### config.mk
export PLATFORM = sky130hd
export DESIGN_NAME = afd_front
export DESIGN_NICKNAME = d
export VERILOG_FILES = /design/src/sv/afd_pkg.sv /design/src/sv/afd_front.sv
export SDC_FILE = /design/constraint.sdc
export NUM_CORES = 1
export LEC_CHECK = 0
export BUFFER_PORTS_ARGS = -buffer_cell sky130_fd_sc_hd__buf_4
export CORE_ASPECT_RATIO = 1.2
export CORE_MARGIN = 2
export CORE_UTILIZATION = 38
export CTS_CLUSTER_DIAMETER = 50
export CTS_CLUSTER_SIZE = 25
export DETAILED_ROUTE_END_ITERATION = 8
export SYNTH_ARGS = -nofsm -noshare
export SYNTH_HDL_FRONTEND = slang
export SYNTH_SLANG_ARGS = --single-unit
### constraint.sdc
create_clock -name clk -period 3.4 [get_ports clk]
set_clock_uncertainty 0.1 [all_clocks]
set_input_delay 0 -clock clk [delete_from_list [all_inputs] [get_ports clk]]
set_output_delay 0 -clock clk [all_outputs]
set_load 0.01 [all_outputs]
### src/sv/afd_pkg.sv
// Shared types and constants for the allpass delay filter.
`timescale 1ns / 1ps

package afd_pkg;

	// Delay memory depth and stored word width
	localparam int MAX_DELAY_SAMPLES = 262144;
	localparam int STORE_WIDTH       = 24;
	localparam int ADDR_W            = $clog2(MAX_DELAY_SAMPLES);

	localparam int SAMPLE_W = 16;
	localparam int DELAY_W  = 18;
	localparam int DECAY_W  = 7;
	localparam int CFG_W    = 18;
	localparam int CFG_IDX_W = 2;
	localparam int SUM_W    = STORE_WIDTH + 1;

	// Register indexes
	localparam logic [CFG_IDX_W-1:0] REG_DELAY_SAMPLES = 2'd0;
	localparam logic [CFG_IDX_W-1:0] REG_DECAY_PERCENT = 2'd1;

	localparam logic [DELAY_W-1:0] DELAY_RESET    = 18'd176179;
	localparam logic [DELAY_W-1:0] DELAY_FALLBACK = DELAY_W'(MAX_DELAY_SAMPLES / 2);
	localparam logic [DECAY_W-1:0] DECAY_RESET    = 7'd50;
	localparam logic [DECAY_W-1:0] DECAY_LIMIT    = 7'd100;
	localparam logic [DECAY_W-1:0] DECAY_FALLBACK = 7'd50;

	// Output limit: +/-0.9999 in Q1.15
	localparam logic signed [SAMPLE_W-1:0] OUT_POS_LIMIT = 16'sd32764;
	localparam logic signed [SAMPLE_W-1:0] OUT_NEG_LIMIT = -16'sd32764;

	// Gain x*decay/100: |x|*decay + 50, drop two bits, then times a reciprocal of 25
	localparam int PROD_W      = STORE_WIDTH + DECAY_W;
	localparam int QN_W        = PROD_W - 2;
	localparam int RECIP_SHIFT = QN_W + 5;
	localparam int RECIP_W     = QN_W + 1;
	localparam logic [RECIP_W-1:0] RECIP_25 =
		RECIP_W'(((64'd1 << RECIP_SHIFT) + 64'd24) / 64'd25);
	localparam logic [PROD_W-1:0] ROUND_HALF = PROD_W'(50);

	localparam int QUEUE_DEPTH = 4;
	localparam int QPTR_W      = $clog2(QUEUE_DEPTH);

	// Request passed from the front to the back
	typedef struct packed {
		logic signed [SAMPLE_W-1:0] sample;
		logic [ADDR_W-1:0]          addr;
		logic                       fill;
	} afd_req_t;

	typedef enum logic [3:0] {
		BK_IDLE,
		BK_READ,
		BK_GD_WAIT,
		BK_GD,
		BK_GS_LOAD,
		BK_GS_WAIT,
		BK_GS,
		BK_GX_WAIT,
		BK_GX,
		BK_OUT
	} back_state_t;

endpackage

### src/sv/afd_front.sv
// Front end: configuration registers, request intake and fill/steady classification.
`timescale 1ns / 1ps

module afd_front import afd_pkg::*; (
	input  logic                       clk,
	input  logic                       arst_n,
	input  logic                       cfg_we,
	input  logic [CFG_IDX_W-1:0]       cfg_idx,
	input  logic [CFG_W-1:0]           cfg_wdata,
	input  logic                       in_valid,
	output logic                       in_ready,
	input  logic signed [SAMPLE_W-1:0] sample_in,
	input  logic                       q_full,
	output logic                       q_push,
	output afd_req_t                   q_req,
	output logic [DECAY_W-1:0]         decay
);

	logic [DELAY_W-1:0] delay_q;
	logic [DECAY_W-1:0] decay_q;
	logic [DELAY_W-1:0] wr_idx_q;
	logic [DELAY_W-1:0] fill_cnt_q;

	logic [DELAY_W-1:0] dlen;
	logic [DELAY_W:0]   idx_inc;
	logic [DELAY_W-1:0] idx_next;
	logic               is_fill;
	logic [DELAY_W-1:0] cfg_delay;
	logic [DECAY_W-1:0] cfg_decay;

	assign dlen     = (delay_q == '0) ? DELAY_W'(1) : delay_q;
	assign is_fill  = fill_cnt_q < dlen;
	assign idx_inc  = {1'b0, wr_idx_q} + (DELAY_W+1)'(1);
	assign idx_next = (idx_inc >= {1'b0, dlen}) ? '0 : idx_inc[DELAY_W-1:0];

	assign in_ready = !q_full;
	assign q_push   = in_valid && !q_full;

	assign q_req.sample = sample_in;
	assign q_req.addr   = ADDR_W'(wr_idx_q);
	assign q_req.fill   = is_fill;
	assign decay        = decay_q;

	always_comb begin
		cfg_delay = cfg_wdata[DELAY_W-1:0];
		if (32'(cfg_delay) > 32'(MAX_DELAY_SAMPLES - 2)) begin
			cfg_delay = DELAY_FALLBACK;
		end
		cfg_decay = cfg_wdata[DECAY_W-1:0];
		if (cfg_decay >= DECAY_LIMIT) begin
			cfg_decay = DECAY_FALLBACK;
		end
	end

	always_ff @(posedge clk or negedge arst_n) begin
		if (!arst_n) begin
			delay_q    <= DELAY_RESET;
			decay_q    <= DECAY_RESET;
			wr_idx_q   <= '0;
			fill_cnt_q <= '0;
		end else if (cfg_we && (cfg_idx == REG_DELAY_SAMPLES || cfg_idx == REG_DECAY_PERCENT)) begin
			if (cfg_idx == REG_DELAY_SAMPLES) begin
				delay_q <= cfg_delay;
			end else begin
				decay_q <= cfg_decay;
			end
			wr_idx_q   <= '0;
			fill_cnt_q <= '0;
		end else if (q_push) begin
			wr_idx_q <= idx_next;
			if (is_fill) begin
				fill_cnt_q <= fill_cnt_q + DELAY_W'(1);
			end
		end
	end

endmodule

Word level (Yosys, flattened, before mapping) --
Index checks and enable logic that the tools add are counted.
Operators by class: equal/unequal tests 1, muxes and demuxes 9, reduce and logical (&&, ||, !) cells 11, add/subtract/negate cells 2, $lt $le $gt $ge 4, bitwise operators 1
Operators by type and width (count):
- $mux W18 | 8
- $add A18 B1 Y19 const B | 1
- $ge A19 B18 Y1 | 1
- $add A18 B1 Y18 const B | 1
- $gt A18 B18 Y1 const B | 1
- $logic_not A18 Y1 | 1
- $lt A18 B18 Y1 | 1
- $ge A7 B7 Y1 const B | 1
- $mux W7 | 1
- $reduce_and A2 Y1 | 3
- $reduce_bool A2 Y1 | 2
- $eq A2 B1 Y1 const B | 1
- $logic_and A1 B1 Y1 | 2
- $logic_not A2 Y1 | 1
- $logic_not A1 Y1 | 1
- $logic_or A1 B1 Y1 | 1
- $not A1 Y1 | 1
Storage, ports and cells: register bits after elaboration 61, input port bits 41, output and inout bits 44

Depth between registers and ports, before layout --
depth after elaboration 6, depth in mapped cells 13

Worst setup path before layout --
OpenSTA, ideal clock, no wires.
kind flip-flop to flip-flop, from reg wr_idx_q[3], to reg wr_idx_q[3], slack 154 ps, required time 3212 ps, data arrival time 3058 ps, cell stages (with the launch flop) 12, clock period less this slack 3246 ps, cell sequence dfrtp_1 and4_1 nand4_1 nor4_1 nand2b_1 nand2_1 ha_1 a21o_1 a2111oi_0 o21ai_1 or3b_1 o211ai_1
Between the ends: longest elaborated chain between the ends 5
Ends and longest elaborated chain:
- start, declared | RTL line afd_front.sv:21 | logic [DELAY_W-1:0] wr_idx_q;
- start signal, assigned | RTL line afd_front.sv:70 | wr_idx_q <= idx_next;
- $add A18 B1 Y19 * | RTL line afd_front.sv:33 | assign idx_inc = {1'b0, wr_idx_q} + (DELAY_W+1)'(1);
- $ge A19 B18 Y1 | RTL line afd_front.sv:34 | assign idx_next = (idx_inc >= {1'b0, dlen}) ? '0 : idx_inc[DELAY_W-1:0];
- $mux W18 * | RTL line afd_front.sv:34
- $mux W18 * | RTL line afd_front.sv:69 | end else if (q_push) begin
- $mux W18 * | RTL line afd_front.sv:61 | end else if (cfg_we && (cfg_idx == REG_DELAY_SAMPLES || cfg_idx == REG_DECAY_PERCENT)) begin
Every way passes the cells marked *; elsewhere a longest branch is shown, timed or not. The select of a mux whose other input is x is not followed. A chain may end at the register's enable or synchronous reset.

Worst setup path in the final report --
from reg wr_idx_q[1], to reg wr_idx_q[1]
Same word-level chain as after synthesis.

==> results.rst <==
.. list-table::
   :header-rows: 1

   * - Metric
     - Value
   * - Number of hold-slack violations in the final timing report
     - 0
   * - Antenna Diode Count
     - 0
   * - Cell count after synthesis
     - between 400 and 500
   * - Die span in x
     - 98.1 um
   * - H-Tree Depth
     - 3
   * - Number of different library cells in the post-synthesis netlist
     - between 40 and 50
   * - Static leakage
     - 0.00243 uW
   * - Primary FF master, synth
     - sky130_fd_sc_hd__dfrtp_1
   * - Normalized max-slew margin
     - 0.472
   * - Initial antenna violation count
     - 0
   * - Clock Power Share
     - 0.434
   * - Clk Latency, worst-skew pair
     - 0.33 ns
   * - Outcome
     - complete, no violations
   * - Multi-input logic area
     - 2250 um2
   * - Slack of the critical path
     - 0.243 ns
   * - EDFF count, synth
     - 0
   * - Worst path bufs/invs
     - 2
   * - Layout Cells excl Fill
     - around 660
   * - Final-report setup violation count
     - 0
   * - Clock buffers created by TritonCTS
     - 9
   * - Number of buffers added on ports
     - 52
   * - Critical setup path kind
     - reg -> reg
   * - Comb power frac
     - 0.185
   * - Gp weighted congestion
     - 0.917
   * - Most frequent cells in the layout
     - 69 x sky130_fd_sc_hd__buf_4, 49 x sky130_fd_sc_hd__dfrtp_1, 46 x sky130_fd_sc_hd__nand2_1
   * - WP data arrival
     - approximately 3.3 ns
   * - Post-synth ARST share
     - 1.00
   * - Commonest non-fill, non-tap cell in the layout
     - sky130_fd_sc_hd__buf_4
   * - Peak Freq
     - 0.317 GHz
   * - Post-synth design cell area
     - 4040 um2
   * - Floorplan die height
     - approximately 120 um
   * - Type of origin of the critical path
     - flop
   * - Count of pins on the block boundary
     - 85
   * - Detailed-route vias per instance
     - 5.35
   * - Setup repair after global routing missed its margin
     - no
   * - Worst-case clock buffer depth
     - 2
   * - Layout overhead on the synthesized area
     - 30.4%
   * - Clock-pin slew reported for the worst setup and hold paths after clock tree synthesis
     - 0.05 ns
   * - Number of synthesized register bits
     - 61
   * - Power density relative to cell area
     - 430 nW/um2
   * - Clock sinks
     - 61
   * - Global Route Usage Sum
     - 0.199
   * - Number of global-route vias before repair
     - 3572
   * - Row count
     - ~40
   * - Sequential element share of the synthesized area
     - 0.382
   * - Largest fanout of any net on the critical path
     - 6
   * - FF/Latch Area
     - 1540 um2
   * - Family with the most delay on the worst path
     - compound AO/OA/AOI/OAI gates
   * - Gr ovfl total
     - 0
   * - WL per Instance
     - 16.2 um
   * - Yosys warning count
     - 0
   * - Dpl hpwl
     - 7740 um
   * - Full die area
     - 11500 um2
   * - Post-placement cell count
     - 606
   * - Max-slew violation count
     - 0
   * - Share of final-layout standard cells stronger than drive strength 1
     - 0.222
   * - Kind of capture point of the worst setup path
     - flop
   * - Filler Cells Inserted
     - 994
   * - Minimum setup slack after placement
     - about 0.23 ns
   * - Final routed DRC violation total
     - 0
   * - Most Frequent Cell on Critical Path
     - sky130_fd_sc_hd__buf_4
   * - Maxcap violations
     - 0
   * - Detailed-route via count
     - 3536
   * - Switching power share of the total
     - 0.267
   * - Root buffer selected by CTS
     - sky130_fd_sc_hd__clkbuf_16
   * - CTS tree
     - built
   * - Worst Tran Pin Value
     - 0.791 ns
   * - Total number of nets in the final design
     - 605
   * - Core ar.
     - 10400 um2
   * - First-pass DRT Iterations
     - 4
   * - Total negative setup slack
     - 0 ns
   * - Total power consumption of the routed design
     - between 2000 and 2500 uW
   * - Final clock period utilization by the worst path
     - 0.929
   * - DRT iter0 DRCs
     - 138
   * - Overall routed net length
     - about 11000 um
   * - Syn_area_per_cell
     - between 9 and 10 um2
   * - Cell area after layout
     - about 5300 um2
   * - Post-detailed-route count of antenna-violating nets
     - 0
   * - Synth Net Count
     - about 500
   * - Seq pwr share
     - 0.381
   * - Required time worst endpoint
     - 3.55 ns
   * - Critical Path Max Stage Delay
     - 0.38 ns
   * - Switching power of the nets
     - between 600 and 700 uW
   * - Starting Density
     - 0.387
   * - Placed instance area
     - between 4000 and 5000 um2
   * - Slowest stage cell, crit path
     - sky130_fd_sc_hd__dfrtp_1
   * - Peak ir drop on the vdd network
     - 0.237 mV
   * - Classification of the worst-slack hold path
     - in -> reg
   * - Worst-path cell chain
     - ha_2 -> nand4_1 -> buf_4 -> or2_2 -> nand2_1 -> ha_1 -> a211oi_1 -> nor2_1 -> a2111oi_2 -> o21a_1 -> o21ai_1 -> buf_4 -> nand2b_1 -> o21ai_0
   * - Wire length of the first global-routing pass
     - between 15000 and 20000 um
   * - Minimum clock period
     - 3.16 ns
   * - Power Internal
     - 1660 uW
   * - Maximum number of pins on one net before global-route repair
     - 62
==> synthesized netlist by cell type, types with 2 or more instances <==
cell type | n | area, um2
sky130_fd_sc_hd__nor2_1 | 33 | 124
sky130_fd_sc_hd__inv_1 | 26 | 97.6
sky130_fd_sc_hd__xor2_1 | 6 | 52.6
sky130_fd_sc_hd__xnor2_1 | 22 | 193
sky130_fd_sc_hd__a211oi_1 | 3 | 22.5
sky130_fd_sc_hd__nor4_1 | 10 | 62.6
sky130_fd_sc_hd__nor3_1 | 11 | 55.1
sky130_fd_sc_hd__and4_1 | 2 | 17.5
sky130_fd_sc_hd__a21o_1 | 8 | 60.1
sky130_fd_sc_hd__a22o_1 | 18 | 158
sky130_fd_sc_hd__nand2_1 | 46 | 173
sky130_fd_sc_hd__o21a_1 | 2 | 15.0
sky130_fd_sc_hd__a21oi_1 | 15 | 75.1
sky130_fd_sc_hd__dfrtp_1 | 50 | 1250
sky130_fd_sc_hd__dfstp_2 | 11 | 289
sky130_fd_sc_hd__nor4_2 | 7 | 87.6
sky130_fd_sc_hd__buf_4 | 17 | 128
sky130_fd_sc_hd__nand2b_1 | 9 | 56.3
sky130_fd_sc_hd__ha_1 | 37 | 463
sky130_fd_sc_hd__nand3_1 | 24 | 120
sky130_fd_sc_hd__or2_2 | 3 | 18.8
sky130_fd_sc_hd__a2111oi_0 | 2 | 17.5
sky130_fd_sc_hd__and2_1 | 3 | 18.8
sky130_fd_sc_hd__and3_1 | 3 | 18.8
sky130_fd_sc_hd__o22a_1 | 2 | 17.5
sky130_fd_sc_hd__mux2_2 | 2 | 22.5
sky130_fd_sc_hd__nand4_1 | 16 | 100
sky130_fd_sc_hd__o21ai_0 | 22 | 110
sky130_fd_sc_hd__clkbuf_1 | 8 | 30.0
==> logic make-up after synthesis <==
| group | after synthesis | synth area share |
|---|---|---|
| XOR/XNOR | 28 | 0.0608 |
| multiplexers | 3 | 0.00806 |
| buffers and inverters | 54 | 0.0679 |
| AND/OR/NAND/NOR | 175 | 0.230 |
| flip-flops | 61 | 0.382 |
| AO/OA/AOI/OAI | 79 | 0.137 |
| adder cells (fa/ha/maj) | 37 | 0.115 |
==> routing by layer <==
layer	global-route usage	vias to the layer above	wire, um
li1	-	1726	-
met1	0.246	1715	4610
met2	0.349	81	5410
met3	0.0255	14	460
met4	0.0954	0	246
met5	0	-	0
==> power groups by stage <==
stage / combinational, uW / sequential (uW) / clock, uW
finish: 418 / 862 / 982
global route: 469 / 870 / 1040
CTS: 419 / 862 / 1010
detailed placement: 375 / 874 / 0
global placement: 360 / 872 / 0
floorplan: 237 / 864 / 0
==> area by class of cell <==
cell class                      instances  share of cell area
Multi-Input combinational cell        322               0.428
Sequential cell                        61               0.293
Timing Repair Buffer                  106               0.169
Clock buffer                           11              0.0461
Tap cell                              129              0.0307
Inverter                               27              0.0193
Clock inverter                          5              0.0143
==> path summary, 6_finish.rpt <==
path | endpoint | slack [ns] | startpoint | cells past startpoint
max in group asynchronous | wr_idx_q[9] | 2.45 | arst_n | 2
min in group asynchronous | wr_idx_q[15] | 0.20 | arst_n | 2
max | wr_idx_q[1] | 0.24 | wr_idx_q[1] | 14
min | fill_cnt_q[0] | 0.05 | cfg_idx[1] | 4
max reg2reg | wr_idx_q[1] | 0.24 | wr_idx_q[1] | 14
min reg2reg | decay[3] | 0.39 | decay[3] | 2
==> worst reg2reg max path, cell delays in order, from the launching register on <==
cell                        delay, ns
sky130_fd_sc_hd__dfrtp_1         0.38
sky130_fd_sc_hd__ha_2            0.25
sky130_fd_sc_hd__nand4_1         0.14
sky130_fd_sc_hd__buf_4           0.20
sky130_fd_sc_hd__or2_2           0.28
sky130_fd_sc_hd__nand2_1         0.08
sky130_fd_sc_hd__ha_1            0.24
sky130_fd_sc_hd__a211oi_1        0.25
sky130_fd_sc_hd__nor2_1          0.09
sky130_fd_sc_hd__a2111oi_2       0.29
sky130_fd_sc_hd__o21a_1          0.17
sky130_fd_sc_hd__o21ai_1         0.09
sky130_fd_sc_hd__buf_4           0.18
sky130_fd_sc_hd__nand2b_1        0.16
sky130_fd_sc_hd__o21ai_0         0.17
==> registers in the layout (all words and copies together), names as in the netlist <==
| register | count |
|---|---|
| delay_q | 18 |
| fill_cnt_q | 18 |
| wr_idx_q | 18 |
| decay | 7 |
==> through the flow <==
stage | utilization | hold slack (ns)
after floorplan | - | -0.396
after global placement | 0.435 | -0.0999
after detailed placement | 0.435 | -0.0999
after CTS | 0.501 | 0.0447
after global routing | 0.505 | 0.0778
final | 0.505 | 0.0499
==> timing repair <==
action / in CTS / in global routing
hold endpoints to repair: 91 / 0
gates resized for setup: 0 / 7
hold buffers: 37 / 0
endpoints found under the setup margin: 0 / 4
buffers inserted: 0 / 2
(Power assumes the default switching activity.)
