===== src/sv/afd_pkg.sv =====
// Shared types and constants for the allpass delay filter.
`timescale 1ns / 1ps

package afd_pkg;

	// Delay memory depth and stored word width
	localparam int MAX_DELAY_SAMPLES = 262144;
	localparam int STORE_WIDTH       = 24;
	localparam int ADDR_W            = $clog2(MAX_DELAY_SAMPLES);

	localparam int SAMPLE_W = 16;
	localparam int DELAY_W  = 18;
	localparam int DECAY_W  = 7;
	localparam int CFG_W    = 18;
	localparam int CFG_IDX_W = 2;
	localparam int SUM_W    = STORE_WIDTH + 1;

	// Register indexes
	localparam logic [CFG_IDX_W-1:0] REG_DELAY_SAMPLES = 2'd0;
	localparam logic [CFG_IDX_W-1:0] REG_DECAY_PERCENT = 2'd1;

	localparam logic [DELAY_W-1:0] DELAY_RESET    = 18'd176179;
	localparam logic [DELAY_W-1:0] DELAY_FALLBACK = DELAY_W'(MAX_DELAY_SAMPLES / 2);
	localparam logic [DECAY_W-1:0] DECAY_RESET    = 7'd50;
	localparam logic [DECAY_W-1:0] DECAY_LIMIT    = 7'd100;
	localparam logic [DECAY_W-1:0] DECAY_FALLBACK = 7'd50;

	// Output limit: +/-0.9999 in Q1.15
	localparam logic signed [SAMPLE_W-1:0] OUT_POS_LIMIT = 16'sd32764;
	localparam logic signed [SAMPLE_W-1:0] OUT_NEG_LIMIT = -16'sd32764;

	// Gain x*decay/100: |x|*decay + 50, drop two bits, then times a reciprocal of 25
	localparam int PROD_W      = STORE_WIDTH + DECAY_W;
	localparam int QN_W        = PROD_W - 2;
	localparam int RECIP_SHIFT = QN_W + 5;
	localparam int RECIP_W     = QN_W + 1;
	localparam logic [RECIP_W-1:0] RECIP_25 =
		RECIP_W'(((64'd1 << RECIP_SHIFT) + 64'd24) / 64'd25);
	localparam logic [PROD_W-1:0] ROUND_HALF = PROD_W'(50);

	localparam int QUEUE_DEPTH = 4;
	localparam int QPTR_W      = $clog2(QUEUE_DEPTH);

	// Request passed from the front to the back
	typedef struct packed {
		logic signed [SAMPLE_W-1:0] sample;
		logic [ADDR_W-1:0]          addr;
		logic                       fill;
	} afd_req_t;

	typedef enum logic [3:0] {
		BK_IDLE,
		BK_READ,
		BK_GD_WAIT,
		BK_GD,
		BK_GS_LOAD,
		BK_GS_WAIT,
		BK_GS,
		BK_GX_WAIT,
		BK_GX,
		BK_OUT
	} back_state_t;

endpackage


===== src/sv/afd_fifo.sv =====
// Short request queue between the front and the back.
`timescale 1ns / 1ps

module afd_fifo import afd_pkg::*; (
	input  logic     clk,
	input  logic     arst_n,
	input  logic     push,
	input  afd_req_t req_in,
	output logic     full,
	input  logic     pop,
	output afd_req_t req_out,
	output logic     empty
);

	afd_req_t          entries_q [QUEUE_DEPTH];
	logic [QPTR_W-1:0] wr_ptr_q;
	logic [QPTR_W-1:0] rd_ptr_q;
	logic [QPTR_W:0]   count_q;

	assign full    = count_q == (QPTR_W+1)'(QUEUE_DEPTH);
	assign empty   = count_q == '0;
	assign req_out = entries_q[rd_ptr_q];

	always_ff @(posedge clk) begin
		if (push) begin
			entries_q[wr_ptr_q] <= req_in;
		end
	end

	always_ff @(posedge clk or negedge arst_n) begin
		if (!arst_n) begin
			wr_ptr_q <= '0;
			rd_ptr_q <= '0;
			count_q  <= '0;
		end else begin
			if (push) begin
				wr_ptr_q <= wr_ptr_q + QPTR_W'(1);
			end
			if (pop) begin
				rd_ptr_q <= rd_ptr_q + QPTR_W'(1);
			end
			if (push && !pop) begin
				count_q <= count_q + (QPTR_W+1)'(1);
			end else if (pop && !push) begin
				count_q <= count_q - (QPTR_W+1)'(1);
			end
		end
	end

endmodule


===== config.mk =====
export PLATFORM = sky130hd
export DESIGN_NAME = afd_fifo
export DESIGN_NICKNAME = d
export VERILOG_FILES = /design/src/sv/afd_pkg.sv /design/src/sv/afd_fifo.sv
export SDC_FILE = /design/constraint.sdc
export NUM_CORES = 1
export LEC_CHECK = 0
export BUFFER_PORTS_ARGS = -buffer_cell sky130_fd_sc_hd__buf_4
export CORE_ASPECT_RATIO = 0.6
export CORE_MARGIN = 5
export CORE_UTILIZATION = 50
export DETAILED_ROUTE_END_ITERATION = 10
export PLACE_DENSITY = 0.82
export SYNTH_ARGS = -nofsm -noshare
export SYNTH_HDL_FRONTEND = slang
export SYNTH_SLANG_ARGS = --single-unit

===== constraint.sdc =====
create_clock -name clk -period 1.8 [get_ports clk]
set_input_delay 0.18 -clock clk [delete_from_list [all_inputs] [get_ports clk]]
set_output_delay 0.18 -clock clk [all_outputs]
set_load 0.005 [all_outputs]

# Word-level counts from Yosys, hierarchy flattened
# Memories as Yosys holds them, arrays and structs flattened.
# Cells that the tools add are included.
[word_totals] register_bits=7 latch_bits=0 ramBits=140 mem_bits_ro=0 in_bits=39 out_inout_bits=37 wordCells=19 mem_count=1
[classes] addsub=4 n_mul=0 n_div=0 n_lt_le_gt_ge=0 eq_ne=1 n_shift=0 muxes=4 bitwise=0 reduce_logical=6
[memory_table] memory="entries_q" words=4 width=35 read_ports=1 rd_ports_with_merged_regs=0 write_ports=1 line_no="afd_fifo.sv:15" text="afd_req_t entries_q [QUEUE_DEPTH];"
[ops] operator="3-bit 2-to-1 mux" count=2
[ops] operator="2-bit by 1-bit adder with 2-bit output (second input constant)" count=2
[ops] operator="3-bit by 1-bit adder with 3-bit output (second input constant)" count=1
[ops] operator="3-bit == test (second input constant)" count=1
[ops] operator="3-bit logical NOT" count=1
[ops] operator="3-bit by 1-bit subtractor with 3-bit output (second input constant)" count=1
[ops] operator="1-bit logical AND" count=2
[ops] operator="1-bit logical NOT" count=2
[ops] operator="1-bit 2-to-1 mux" count=2
[ops] operator="2-bit nonzero test" count=1

# Logic depth before layout (Yosys ltp)
# Gate-level depths: netlist (run 1).
[logic_depth] ltp_word=4 mapped_depth=7 ltp_nobuf=7

# Worst setup path before layout (run 1)
# OpenSTA, ideal clock, no wires.
[synth_timing] kind="flip-flop to flip-flop" start="register wr_ptr_q[0]" end="memory entries_q[2][0] (netlist name) (enable)" arrival_ps=1472 setup_slack_ps=-67 path_stages_with_launch=4 n_path_buf=0 synth_period_minus_slack_ps=1867 path_cell_list="dfrtp_1 > inv_1 > ha_1 > and2_1"
[synth_rtl] item="from (decl)" line_no="afd_fifo.sv:16" text="logic [QPTR_W-1:0] wr_ptr_q;"
[synth_rtl] item="from (signal assigned)" line_no="afd_fifo.sv:37" text="wr_ptr_q <= wr_ptr_q + QPTR_W'(1);"
[synth_rtl] item="to (decl)" line_no="afd_fifo.sv:15"
# Straight into the memory's write port.

==> metrics.txt, run 1 <==
number of H-tree levels=4; worst hold margin=30.6 ps; Avg Inst Size Synth=25.3 um2; Via density=5.32; synth top area cells=edfxtp_1 (76%), mux4_2 (11%), mux4_1 (3.3%); Max Cap Viol=0; initial core utilization=51.6%; Clock Path Buffers=2; cell taking the most area after synthesis=edfxtp_1; row count=29; outcome=finished with violations; worst rel slew slack=75.6%; layout cells sized above 1=43.6%; Core Area=10700 um2; CP required=1620 ps; DR iter-0 viols=172; Worst Max-Slew Pin Slew=366 ps; placed cell areas=6310 um2; max frequency=0.516 GHz; DIE WIDTH=145 um; later-pin clock latency in the skew report=410 ps; Routed WL=10900 um; Unique masters post-synth=19; Worst VDD drop=992 uV; port buffer count=75; chip height=91.2 um; total global-route track usage=17.4%; largest net degree at the start of global routing=23; Final Cycle Share=108%; first-pass GRT wire length=17200 um; area of the mapped netlist=5500 um2; detailed placer's ending HPWL=6190 um; root buf cell=clkbuf_16; PwrDens=1650 nW/um2; post-synthesis sequential area ratio=79.6%; DIE AREA=13300 um2; vias in the first global route=2982; fin crit period=1940 ps; initial antenna violation count=0; Worst setup EP type=primary output; Syn. warnings=0; Final WS setup=-137 ps; grt total ovfl=0; CP arrival=1760 ps; HP Class=in -> reg; DRC Markers=0; area grow syn2layout=35.1%; CP startpoint kind=register; clk sinks=147; IO Pins=76; Worst Skew=7.25 ps; Wirelength per Cell=21.6 um; syn nets=262; LEAKAGE=2.65 nW; post-synth top area share=76.4%; failing checks=negative setup slack; FF+latch count, synth=147; drt pass-1 iters=4; Routability Congestion=0.676; post-route design area=7430 um2; DR vias=2692; Crit Path Category=reg -> out; setup violators final=35; unrepaired setup endpoints after global routing=yes; clock slew at reported path FFs=60 ps; final hold violation count=0; Slew Viols, Final=0; Fillers=668; TritonCTS Buffers=17; Critical Path Fanout Max=11; CTS tree=done; number of antenna diodes=0; Mapped Cells=217; Detail Route Antenna Nets=0; Nets=399
## layout make-up
cell class | count | area [um2] | area share (%)
sequential | 147 | 4380 | 59.0
clock buffer | 18 | 429 | 5.78
tap | 139 | 174 | 2.34
clock inverter | 14 | 185 | 2.49
inverter | 4 | 15.0 | 0.202
timing repair buffer | 126 | 1250 | 16.8
multi-input combinational | 58 | 993 | 13.4
## synthesized netlist by cell type, drive strengths merged
| cell | number |
|---|---|
| mux4 | 35 |
| buf | 8 |
| xnor2 | 2 |
| fa | 1 |
| edfxtp | 140 |
| nand2 | 2 |
| and2 | 4 |
| xor2 | 4 |
| dfrtp | 7 |
| nor2 | 1 |
| nor3 | 1 |
| nor3b | 1 |
| o21ai | 1 |
| mux2 | 1 |
| inv | 4 |
| ha | 5 |
## logic make-up (layout without fill, tap and decap cells)
family | count (synthesis) | after routing | share of synthesized area, %
XOR/XNOR | 6 | 6 | 0.955
AO/OA/AOI/OAI | 1 | 1 | 0.0909
multiplexers | 36 | 36 | 15.0
AND/OR/NAND/NOR | 9 | 9 | 0.887
flip-flops | 147 | 147 | 79.6
adder cells (fa/ha/maj) | 6 | 6 | 1.50
buffers and inverters | 12 | 162 | 1.93
## flip-flops by register name, summed over array words and instances, names as in the netlist
name / flops
entries_q: 140
rd_ptr_q: 2
count_q: 3
wr_ptr_q: 2
## per-layer routing
metal / vias up / global-route usage (%) / routed length, um
met5: - / 0 / 0
li1: 1185 / - / -
met2: 80 / 27.8 / 5450
met3: 13 / 5.97 / 530
met4: 0 / 5.20 / 127
met1: 1414 / 23.0 / 4840
## path summary, 6_finish.rpt
kind | endpoint | depth (start not counted) | from | slack (ps)
setup / recovery | req_out[12] | 3 | rd_ptr_q[0] | -140
hold / removal | wr_ptr_q[0] | 2 | push | 30
setup reg to reg | count_q[2] | 4 | count_q[0] | 330
hold reg to reg | count_q[2] | 1 | count_q[2] | 490
max in group asynchronous | rd_ptr_q[0] | 2 | arst_n | 1530
min in group asynchronous | count_q[0] | 2 | arst_n | 130
## stage by stage
step                setup slack, ps  TNS [ps]  std cells  utilization [%]  total power [mW]
detailed placement              259         0        435             59.1              8.14
global placement                274         0        435             59.1              8.03
CTS                            -166     -3880        504             69.3              12.3
finish                         -137     -3880        506             69.6              12.3
global route                   -211     -6300        506             69.6              12.9
floorplan                      17.1         0        217                -              6.57
## cells in the final DEF (no fill, tap or decap), types with 2 or more instances in the layout
master         netlist  routed
dfrtp_1              7       5
inv_1                4       4
clkbuf_16            0      18
dlygate4sd3_1        0      37
clkinv_1             0       2
bufinv_16            0       4
xor2_1               4       4
edfxtp_1           140     140
clkinvlp_4           0       4
xnor2_1              2       2
buf_4                0      48
mux4_2              28      35
ha_1                 5       5
dfrtp_2              0       2
clkinv_2             0       2
and2_2               0       4
nand2_1              2       2
buf_12               3       5
buf_6                1      35
## critical path, stage by stage (launching register included)
cell     delay, ps
dfrtp_2        450
buf_12         190
mux4_2         560
buf_6          140
## report_power, final
part           total [mW]  switching, mW  internal, mW  leakage (nW)
Clock                3.64           1.33          2.31         0.287
Combinational        3.83           1.57          2.26         0.996
Sequential           4.79          0.295          4.49          1.37
Total                12.3           3.20          9.06          2.65
## what timing repair did
action,4_1_cts,5_1_grt
setup endpoints to repair,35,35
hold endpoints to repair,148,0
gates cloned,0,1
setup buffers,0,1
hold buffers,37,0
gates resized for setup,42,0
No activity file was read; power rests on OpenSTA's default activity.
==> inputs of run 2 (changes only) <==
--- a/config.mk
+++ b/config.mk
@@ -5,12 +5,13 @@
 export SDC_FILE = /design/constraint.sdc
 export NUM_CORES = 1
 export LEC_CHECK = 0
+export ABC_AREA = 1
 export BUFFER_PORTS_ARGS = -buffer_cell sky130_fd_sc_hd__buf_4
 export CORE_ASPECT_RATIO = 0.6
 export CORE_MARGIN = 5
 export CORE_UTILIZATION = 50
 export DETAILED_ROUTE_END_ITERATION = 10
-export PLACE_DENSITY = 0.82
+export PLACE_DENSITY = 0.81
 export SYNTH_ARGS = -nofsm -noshare
 export SYNTH_HDL_FRONTEND = slang
 export SYNTH_SLANG_ARGS = --single-unit
==> metrics.txt, run 2 <==
outcome=finished with violations; failing checks=negative setup slack; syn nets=501 (+91%); DR vias=3779 (+40%); post-route design area=7770 um2 (+4.6%); Unique masters post-synth=19 (unchanged); DIE AREA=14400 um2 (+8.2%); Slew Viols, Final=0 (unchanged); unrepaired setup endpoints after global routing=yes; Syn. warnings=0 (unchanged); CP required=1620 ps (about the same); largest net degree at the start of global routing=67 (+190%); Multi-input gate area=1120 um2 (+13%); CP startpoint kind=register; Post-synth EDFFs=140 (unchanged); Critical Path Slowest Stage Cell=dfrtp_4; number of H-tree levels=4 (unchanged); total global-route track usage=18.1% (+0.70 points); Final WS setup=-14.8 ps (+122 ps); max reg flops=140 (unchanged); Avg Inst Size Synth=13.2 um2 (-48%); Routability Congestion=0.751 (+11%); final hold violation count=0 (unchanged); vias in the first global route=3799 (+27%); chip height=94.8 um (+3.9%); DR iter-0 viols=288 (+67%); root buf cell=clkbuf_16; IO Pins=76 (unchanged); Synth top cells by count=edfxtp_1 (140), nand2_1 (118), inv_1 (81), o211ai_1 (68); Max Cap Viol=0 (unchanged); LEAKAGE=3.19 nW (+20%); worst hold margin=47.1 ps (+16.5 ps); CTS tree=done; Routed WL=12500 um (+14%); Crit Path Category=reg -> out; initial core utilization=50.4% (-1.2 points); Worst VDD drop=1150 uV (+16%); DRC Markers=0 (unchanged); CP arrival=1630 ps (-130 ps); Clock Path Buffers=2 (unchanged); Fillers=863 (+29%); most flop-heavy register=entries_q; Via density=4.99 (-6.2%); grt total ovfl=0 (unchanged); Crit Reg-Reg Endpoint=entries_q[2][1]; commonest non-fill, non-tap cell in the layout=edfxtp_1; most frequent cells in the layout=edfxtp_1 (140), nand2_1 (118), inv_1 (81); RR Startpoint=wr_ptr_q[0]; Crit path depth=4 (+1); most frequent cell after synthesis=edfxtp_1; initial antenna violation count=0 (unchanged); Mapped Cells=456 (+110%); Async SR Flop Fraction=4.76% (unchanged); buffer and inverter count on the worst path=2 (unchanged); FF+latch count, synth=147 (unchanged); clk sinks=147 (unchanged); Final Cycle Share=101% (-6.8 points); Top Registers=entries_q: 140 flops, count_q: 3 flops; HP Class=in -> reg; area of the mapped netlist=6000 um2 (+9.1%); DIE WIDTH=151 um (+4.1%); post-synthesis sequential area ratio=73.0% (-6.6 points); crit path cell chain=buf_16, o211ai_1, nand2_1, buf_6; post-synth top area share=70.1% (-6.3 points); detailed placer's ending HPWL=7840 um (+27%); Most used DFF post-synth=edfxtp_1; post-layout util=65.2% (-4.4 points); layout cells sized above 1=20.6% (-23 points); Worst Max-Slew Pin Slew=299 ps (-66.3 ps); fin crit period=1810 ps (-122 ps); first-pass GRT wire length=19400 um (+13%); CP delay by family, top=flip-flops; number of antenna diodes=0 (unchanged); area grow syn2layout=29.5%; Worst setup EP type=primary output; worst rel slew slack=80.0% (+4.4 points); PwrDens=1610 nW/um2 (-2.5%); Reg area=4380 um2 (about the same); Detail Route Antenna Nets=0 (unchanged); Critical Path Sink=req_out[3]; placed cell areas=6770 um2 (+7.3%); setup violators final=4 (-89%); port buffer count=75 (unchanged); Wirelength per Cell=16.5 um (-24%); R2R Setup Slk=360 ps (+30 ps); TritonCTS Buffers=17 (unchanged); clock slew at reported path FFs=60 ps (about the same); Nets=625 (+57%); drt pass-1 iters=5 (+1); crit-path max cell delay=550 ps (about the same); worst reg-to-reg path cell count=5 (+1); Critical Path Fanout Max=33 (+22); cell taking the most area after synthesis=edfxtp_1; synth top area cells=edfxtp_1 (70%), o211ai_1 (8.5%), nand2_1 (7.4%); Core Area=11900 um2 (+12%); later-pin clock latency in the skew report=410 ps (about the same); Worst Setup SP=rd_ptr_q[0]; row count=31 (+6.9%); Worst Skew=4.99 ps (-2.26 ps); max frequency=0.551 GHz (+6.7%)
-- run 2: cell count changes after synthesis, moves of 2 or more --
cell | before | now
mux4_1 | 7 | 0
and2_1 | 4 | 0
o211ai_1 | 0 | 68
mux4_2 | 28 | 0
buf_2 | 4 | 10
o211ai_2 | 0 | 2
buf_12 | 3 | 0
buf_6 | 1 | 10
inv_1 | 4 | 81
nand2_1 | 2 | 118
buf_4 | 0 | 3
-- run 2: repair_timing --
action | CTS | global route
endpoints found under the setup margin | 8 | 24
hold buffers | 37 | 0
buffers inserted | 0 | 0
gates cloned | 0 | 1
pin swaps | 2 | 22
endpoints found under the hold margin | 148 | 0
resized for setup | 0 | 14
-- run 2: worst min path at each step --
stage | startpoint | end | slack [ps] | cells past startpoint
global placement | arst_n | count_q[2] | 0.02 | 1
finish | push | wr_ptr_q[1] | 50 | 2
floorplan | arst_n | count_q[0] | -120 | 0
detailed placement | arst_n | count_q[0] | 4 | 1
CTS | push | wr_ptr_q[1] | 30 | 2
global route | push | wr_ptr_q[0] | 40 | 2
-- run 2: logic make-up (layout without fill, tap and decap cells) --
| family | Yosys count | in the layout | share of synthesized area, % |
|---|---|---|---|
| DFF | 147 | 147 | 73.0 |
| and+or+nand+nor | 122 | 122 | 7.74 |
| buffers and inverters | 106 | 242 | 8.28 |
| AOI/OAI and AO/OA | 71 | 71 | 9.01 |
| adders and majority gates | 6 | 6 | 1.38 |
| xor gates and xnor gates | 4 | 4 | 0.584 |
-- run 2: per-layer routing --
layer / share of wire (%) / GRT usage [%] / vias up
met2: 48 / 29.6 / 136
li1: - / - / 1817
met4: 0.69 / 6.03 / 0
met3: 7.5 / 4.36 / 8
met5: 0 / 0 / -
met1: 44 / 23.9 / 1818
-- run 2: through the flow --
step | setup WS, ps | power, mW | setup TNS (ps) | instances
after global routing | -87.8 | 13.2 | -1130 | 757
after floorplan | 55.1 | 7.15 | 0 | 456
after global placement | 437 | 8.78 | 0 | 688
after detailed placement | 382 | 8.95 | 0 | 688
after CTS | -43.5 | 12.3 | -69.1 | 756
final | -14.8 | 12.5 | -45.5 | 757
-- run 2: power by group --
part | total, mW | internal (mW) | switching [mW]
Sequential | 4.75 | 4.50 | 0.250
Clock | 3.28 | 2.01 | 1.27
Combinational | 4.47 | 2.03 | 2.43
-- run 2: final cells by class --
type	count	share of cell area [%]
flip-flops and latches	147	56.4
repair buffers	129	15.4
multi-input cells	203	14.4
clock buffers	20	5.62
inverters	82	3.96
well taps	165	2.66
clock inverters	11	1.47
-- run 2: worst register-to-register path: cells and delay by family (launching register included) --
family | cells | cell delay (ps)
adder cells (fa/ha/maj) | 1 | 150
AND/OR/NAND/NOR | 1 | 50
flip-flops | 1 | 440
buffers and inverters | 3 | 460
==> inputs of run 3 (changes only) <==
--- a/config.mk
+++ b/config.mk
@@ -9,9 +9,9 @@
 export BUFFER_PORTS_ARGS = -buffer_cell sky130_fd_sc_hd__buf_4
 export CORE_ASPECT_RATIO = 0.6
 export CORE_MARGIN = 5
-export CORE_UTILIZATION = 50
+export CORE_UTILIZATION = 52
 export DETAILED_ROUTE_END_ITERATION = 10
-export PLACE_DENSITY = 0.81
+export PLACE_DENSITY = 0.84
 export SYNTH_ARGS = -nofsm -noshare
 export SYNTH_HDL_FRONTEND = slang
 export SYNTH_SLANG_ARGS = --single-unit
==> metrics.txt, run 3 (same netlist as run 2, synthesis figures left out) <==
DRC Markers=0 (unchanged); most flop-heavy register=entries_q; IO Pins=76 (unchanged); total global-route track usage=20.2% (+2.1 points); chip height=93.2 um (-1.7%); Tot Pwr=12.8 mW (+2.3%); crit-path max cell delay=580 ps (+30 ps); grt total ovfl=0 (unchanged); Clock Path Buffers=2 (unchanged); setup violators final=26 (+22); later-pin clock latency in the skew report=410 ps (about the same); clock slew at reported path FFs=60 ps (about the same); setup bufs post-CTS=0 (unchanged); area grow syn2layout=30.0%; max frequency=0.530 GHz (-3.8%); Routability Congestion=0.765 (+2.0%); DR iter-0 viols=310 (+7.6%); Fillers=767 (-11%); Routed WL=13000 um (+3.8%); Crit Path Category=reg -> out; Int Pwr=8.67 mW (+1.5%); Worst VDD drop=768 uV (-33%); DIE WIDTH=149 um (-1.8%); row count=30 (-3.2%); root buf cell=clkbuf_16; clock share of power=28.0% (+1.7 points); Critical Path Fanout Max=46 (+39%); outcome=finished with violations; most frequent cells in the layout=edfxtp_1 (140), nand2_1 (118), buf_4 (85); initial core utilization=53.1% (+2.7 points); HP Class=in -> reg; Worst Skew=8.60 ps (+3.61 ps); combinational group share of total power=34.7% (-1.0 points); Setup TNS=-714 ps (-668 ps); Final WS setup=-86.1 ps (-71.4 ps); Critical Path Slowest Stage Cell=dfrtp_4; largest net degree at the start of global routing=49 (-27%); CTS tree=done; drt pass-1 iters=4 (-1); clk sinks=147 (unchanged); fin crit period=1890 ps (+71.4 ps); vias in the first global route=4086 (+7.6%); Detail Route Antenna Nets=0 (unchanged); Wirelength per Cell=17.3 um (+4.4%); port buffer count=75 (unchanged); layout cells sized above 1=21.2% (+0.64 points); Top Registers=entries_q: 140 flops, count_q: 3 flops; Nets=625 (unchanged); unrepaired setup endpoints after global routing=yes; first-pass GRT wire length=21000 um (+8.2%); Worst setup EP type=primary output; post-layout util=69.0% (+3.8 points); LEAKAGE=3.18 nW (-0.28%); failing checks=negative setup slack; detailed placer's ending HPWL=7470 um (-4.8%); DIE AREA=13900 um2 (-3.5%); CP startpoint kind=register; Max Cap Viol=0 (unchanged); worst rel slew slack=78.4% (-1.7 points); DR vias=3815 (+0.95%); CP required=1620 ps (about the same); Worst Max-Slew Pin Slew=325 ps (+25.3 ps); number of antenna diodes=0 (unchanged); final hold violation count=0 (unchanged); max reg flops=140 (unchanged); commonest non-fill, non-tap cell in the layout=edfxtp_1; TritonCTS Buffers=17 (unchanged); Seq pwr share=37.3% (-0.7 points); initial antenna violation count=0 (unchanged); Core Area=11300 um2 (-5.1%); Sw Pwr=4.12 mW (+4.1%); PwrDens=1640 nW/um2 (+1.9%); CP arrival=1710 ps (+80 ps); crit path cell chain=buf_12, o211ai_1, nand2_1, buf_4; dpl cells=681 (-1.0%); Slew Viols, Final=0 (unchanged); Via density=5.07 (+1.5%); Sw Share=32.2% (+0.56 points); final non-filler cell total=753 (-0.53%); number of H-tree levels=4 (unchanged); Final Cycle Share=105% (+4.0 points)
==> run 3: cell types whose count changed in the layout (fill, tap and decap cells not counted), moves of 2 or more <==
| cell | previous run | this run |
|---|---|---|
| inv_1 | 81 | 77 |
| clkinv_2 | 3 | 0 |
| buf_4 | 73 | 85 |
| inv_6 | 0 | 2 |
| buf_6 | 13 | 0 |
| clkbuf_1 | 3 | 0 |
| clkinv_4 | 1 | 3 |
| buf_16 | 1 | 4 |
| clkinv_1 | 2 | 6 |
==> run 3: final timing paths <==
check | depth (start not counted) | startpoint | endpoint | slack (ps)
max | 4 | rd_ptr_q[0] | req_out[9] | -90
min | 2 | push | wr_ptr_q[0] | 30
max reg2reg | 5 | wr_ptr_q[0] | entries_q[2][19] | 380
min reg2reg | 2 | count_q[2] | count_q[2] | 520
max in group asynchronous | 2 | arst_n | rd_ptr_q[0] | 1520
min in group asynchronous | 2 | arst_n | wr_ptr_q[0] | 140
==> run 3: power groups by stage <==
stage          Clock (mW)  Combinational (mW)  Sequential (mW)
2_1_floorplan           0                2.44             4.71
3_3_place_gp            0                3.94             4.75
3_5_place_dp            0                4.08             4.79
4_1_cts              3.63                4.47             4.78
5_1_grt              3.81                4.88             4.83
6_report             3.58                4.43             4.77
==> run 3: metal layers <==
metal | track usage (%) | vias to the layer above | routed length (um)
met1 | 25.5 | 1839 | 5540
met2 | 33.4 | 134 | 6360
li1 | - | 1832 | -
met3 | 5.81 | 10 | 978
met4 | 7.76 | 0 | 122
met5 | 0 | - | 0
==> run 3: cell type report <==
cell class,count,area [um2],share of cell area (%)
Sequential cell,147,4380,56.2
Timing Repair Buffer,129,1180,15.1
Multi-Input combinational cell,203,1120,14.4
Clock buffer,17,425,5.45
Inverter,82,308,3.95
Tap cell,160,200,2.57
Clock inverter,15,183,2.34
==> run 3: repair_timing <==
item | in CTS | in global routing
gates cloned | 3 | 0
pin swaps | 21 | 2
hold endpoints to repair | 148 | 0
resized for setup | 4 | 0
setup endpoints to repair | 23 | 35
hold buffers | 37 | 0
==> run 3: worst max-delay path, delay by kind of cell, from the launching register on <==
| kind | cells | cell delay [ps] |
|---|---|---|
| AOI/OAI and AO/OA | 1 | 220 |
| buffers and inverters | 2 | 360 |
| DFF | 1 | 580 |
| and+or+nand+nor | 1 | 110 |
==> run 3: metrics by stage <==
step           hold slack [ps]  cell area, um2  setup slack [ps]
6_report                  28.9            7800             -86.1
4_1_cts                   16.5            7800             -85.2
2_1_floorplan             -116            6000              55.1
5_1_grt                   22.5            7800              -156
3_3_place_gp            -0.158            6730               429
3_5_place_dp           -0.0565            6730               387
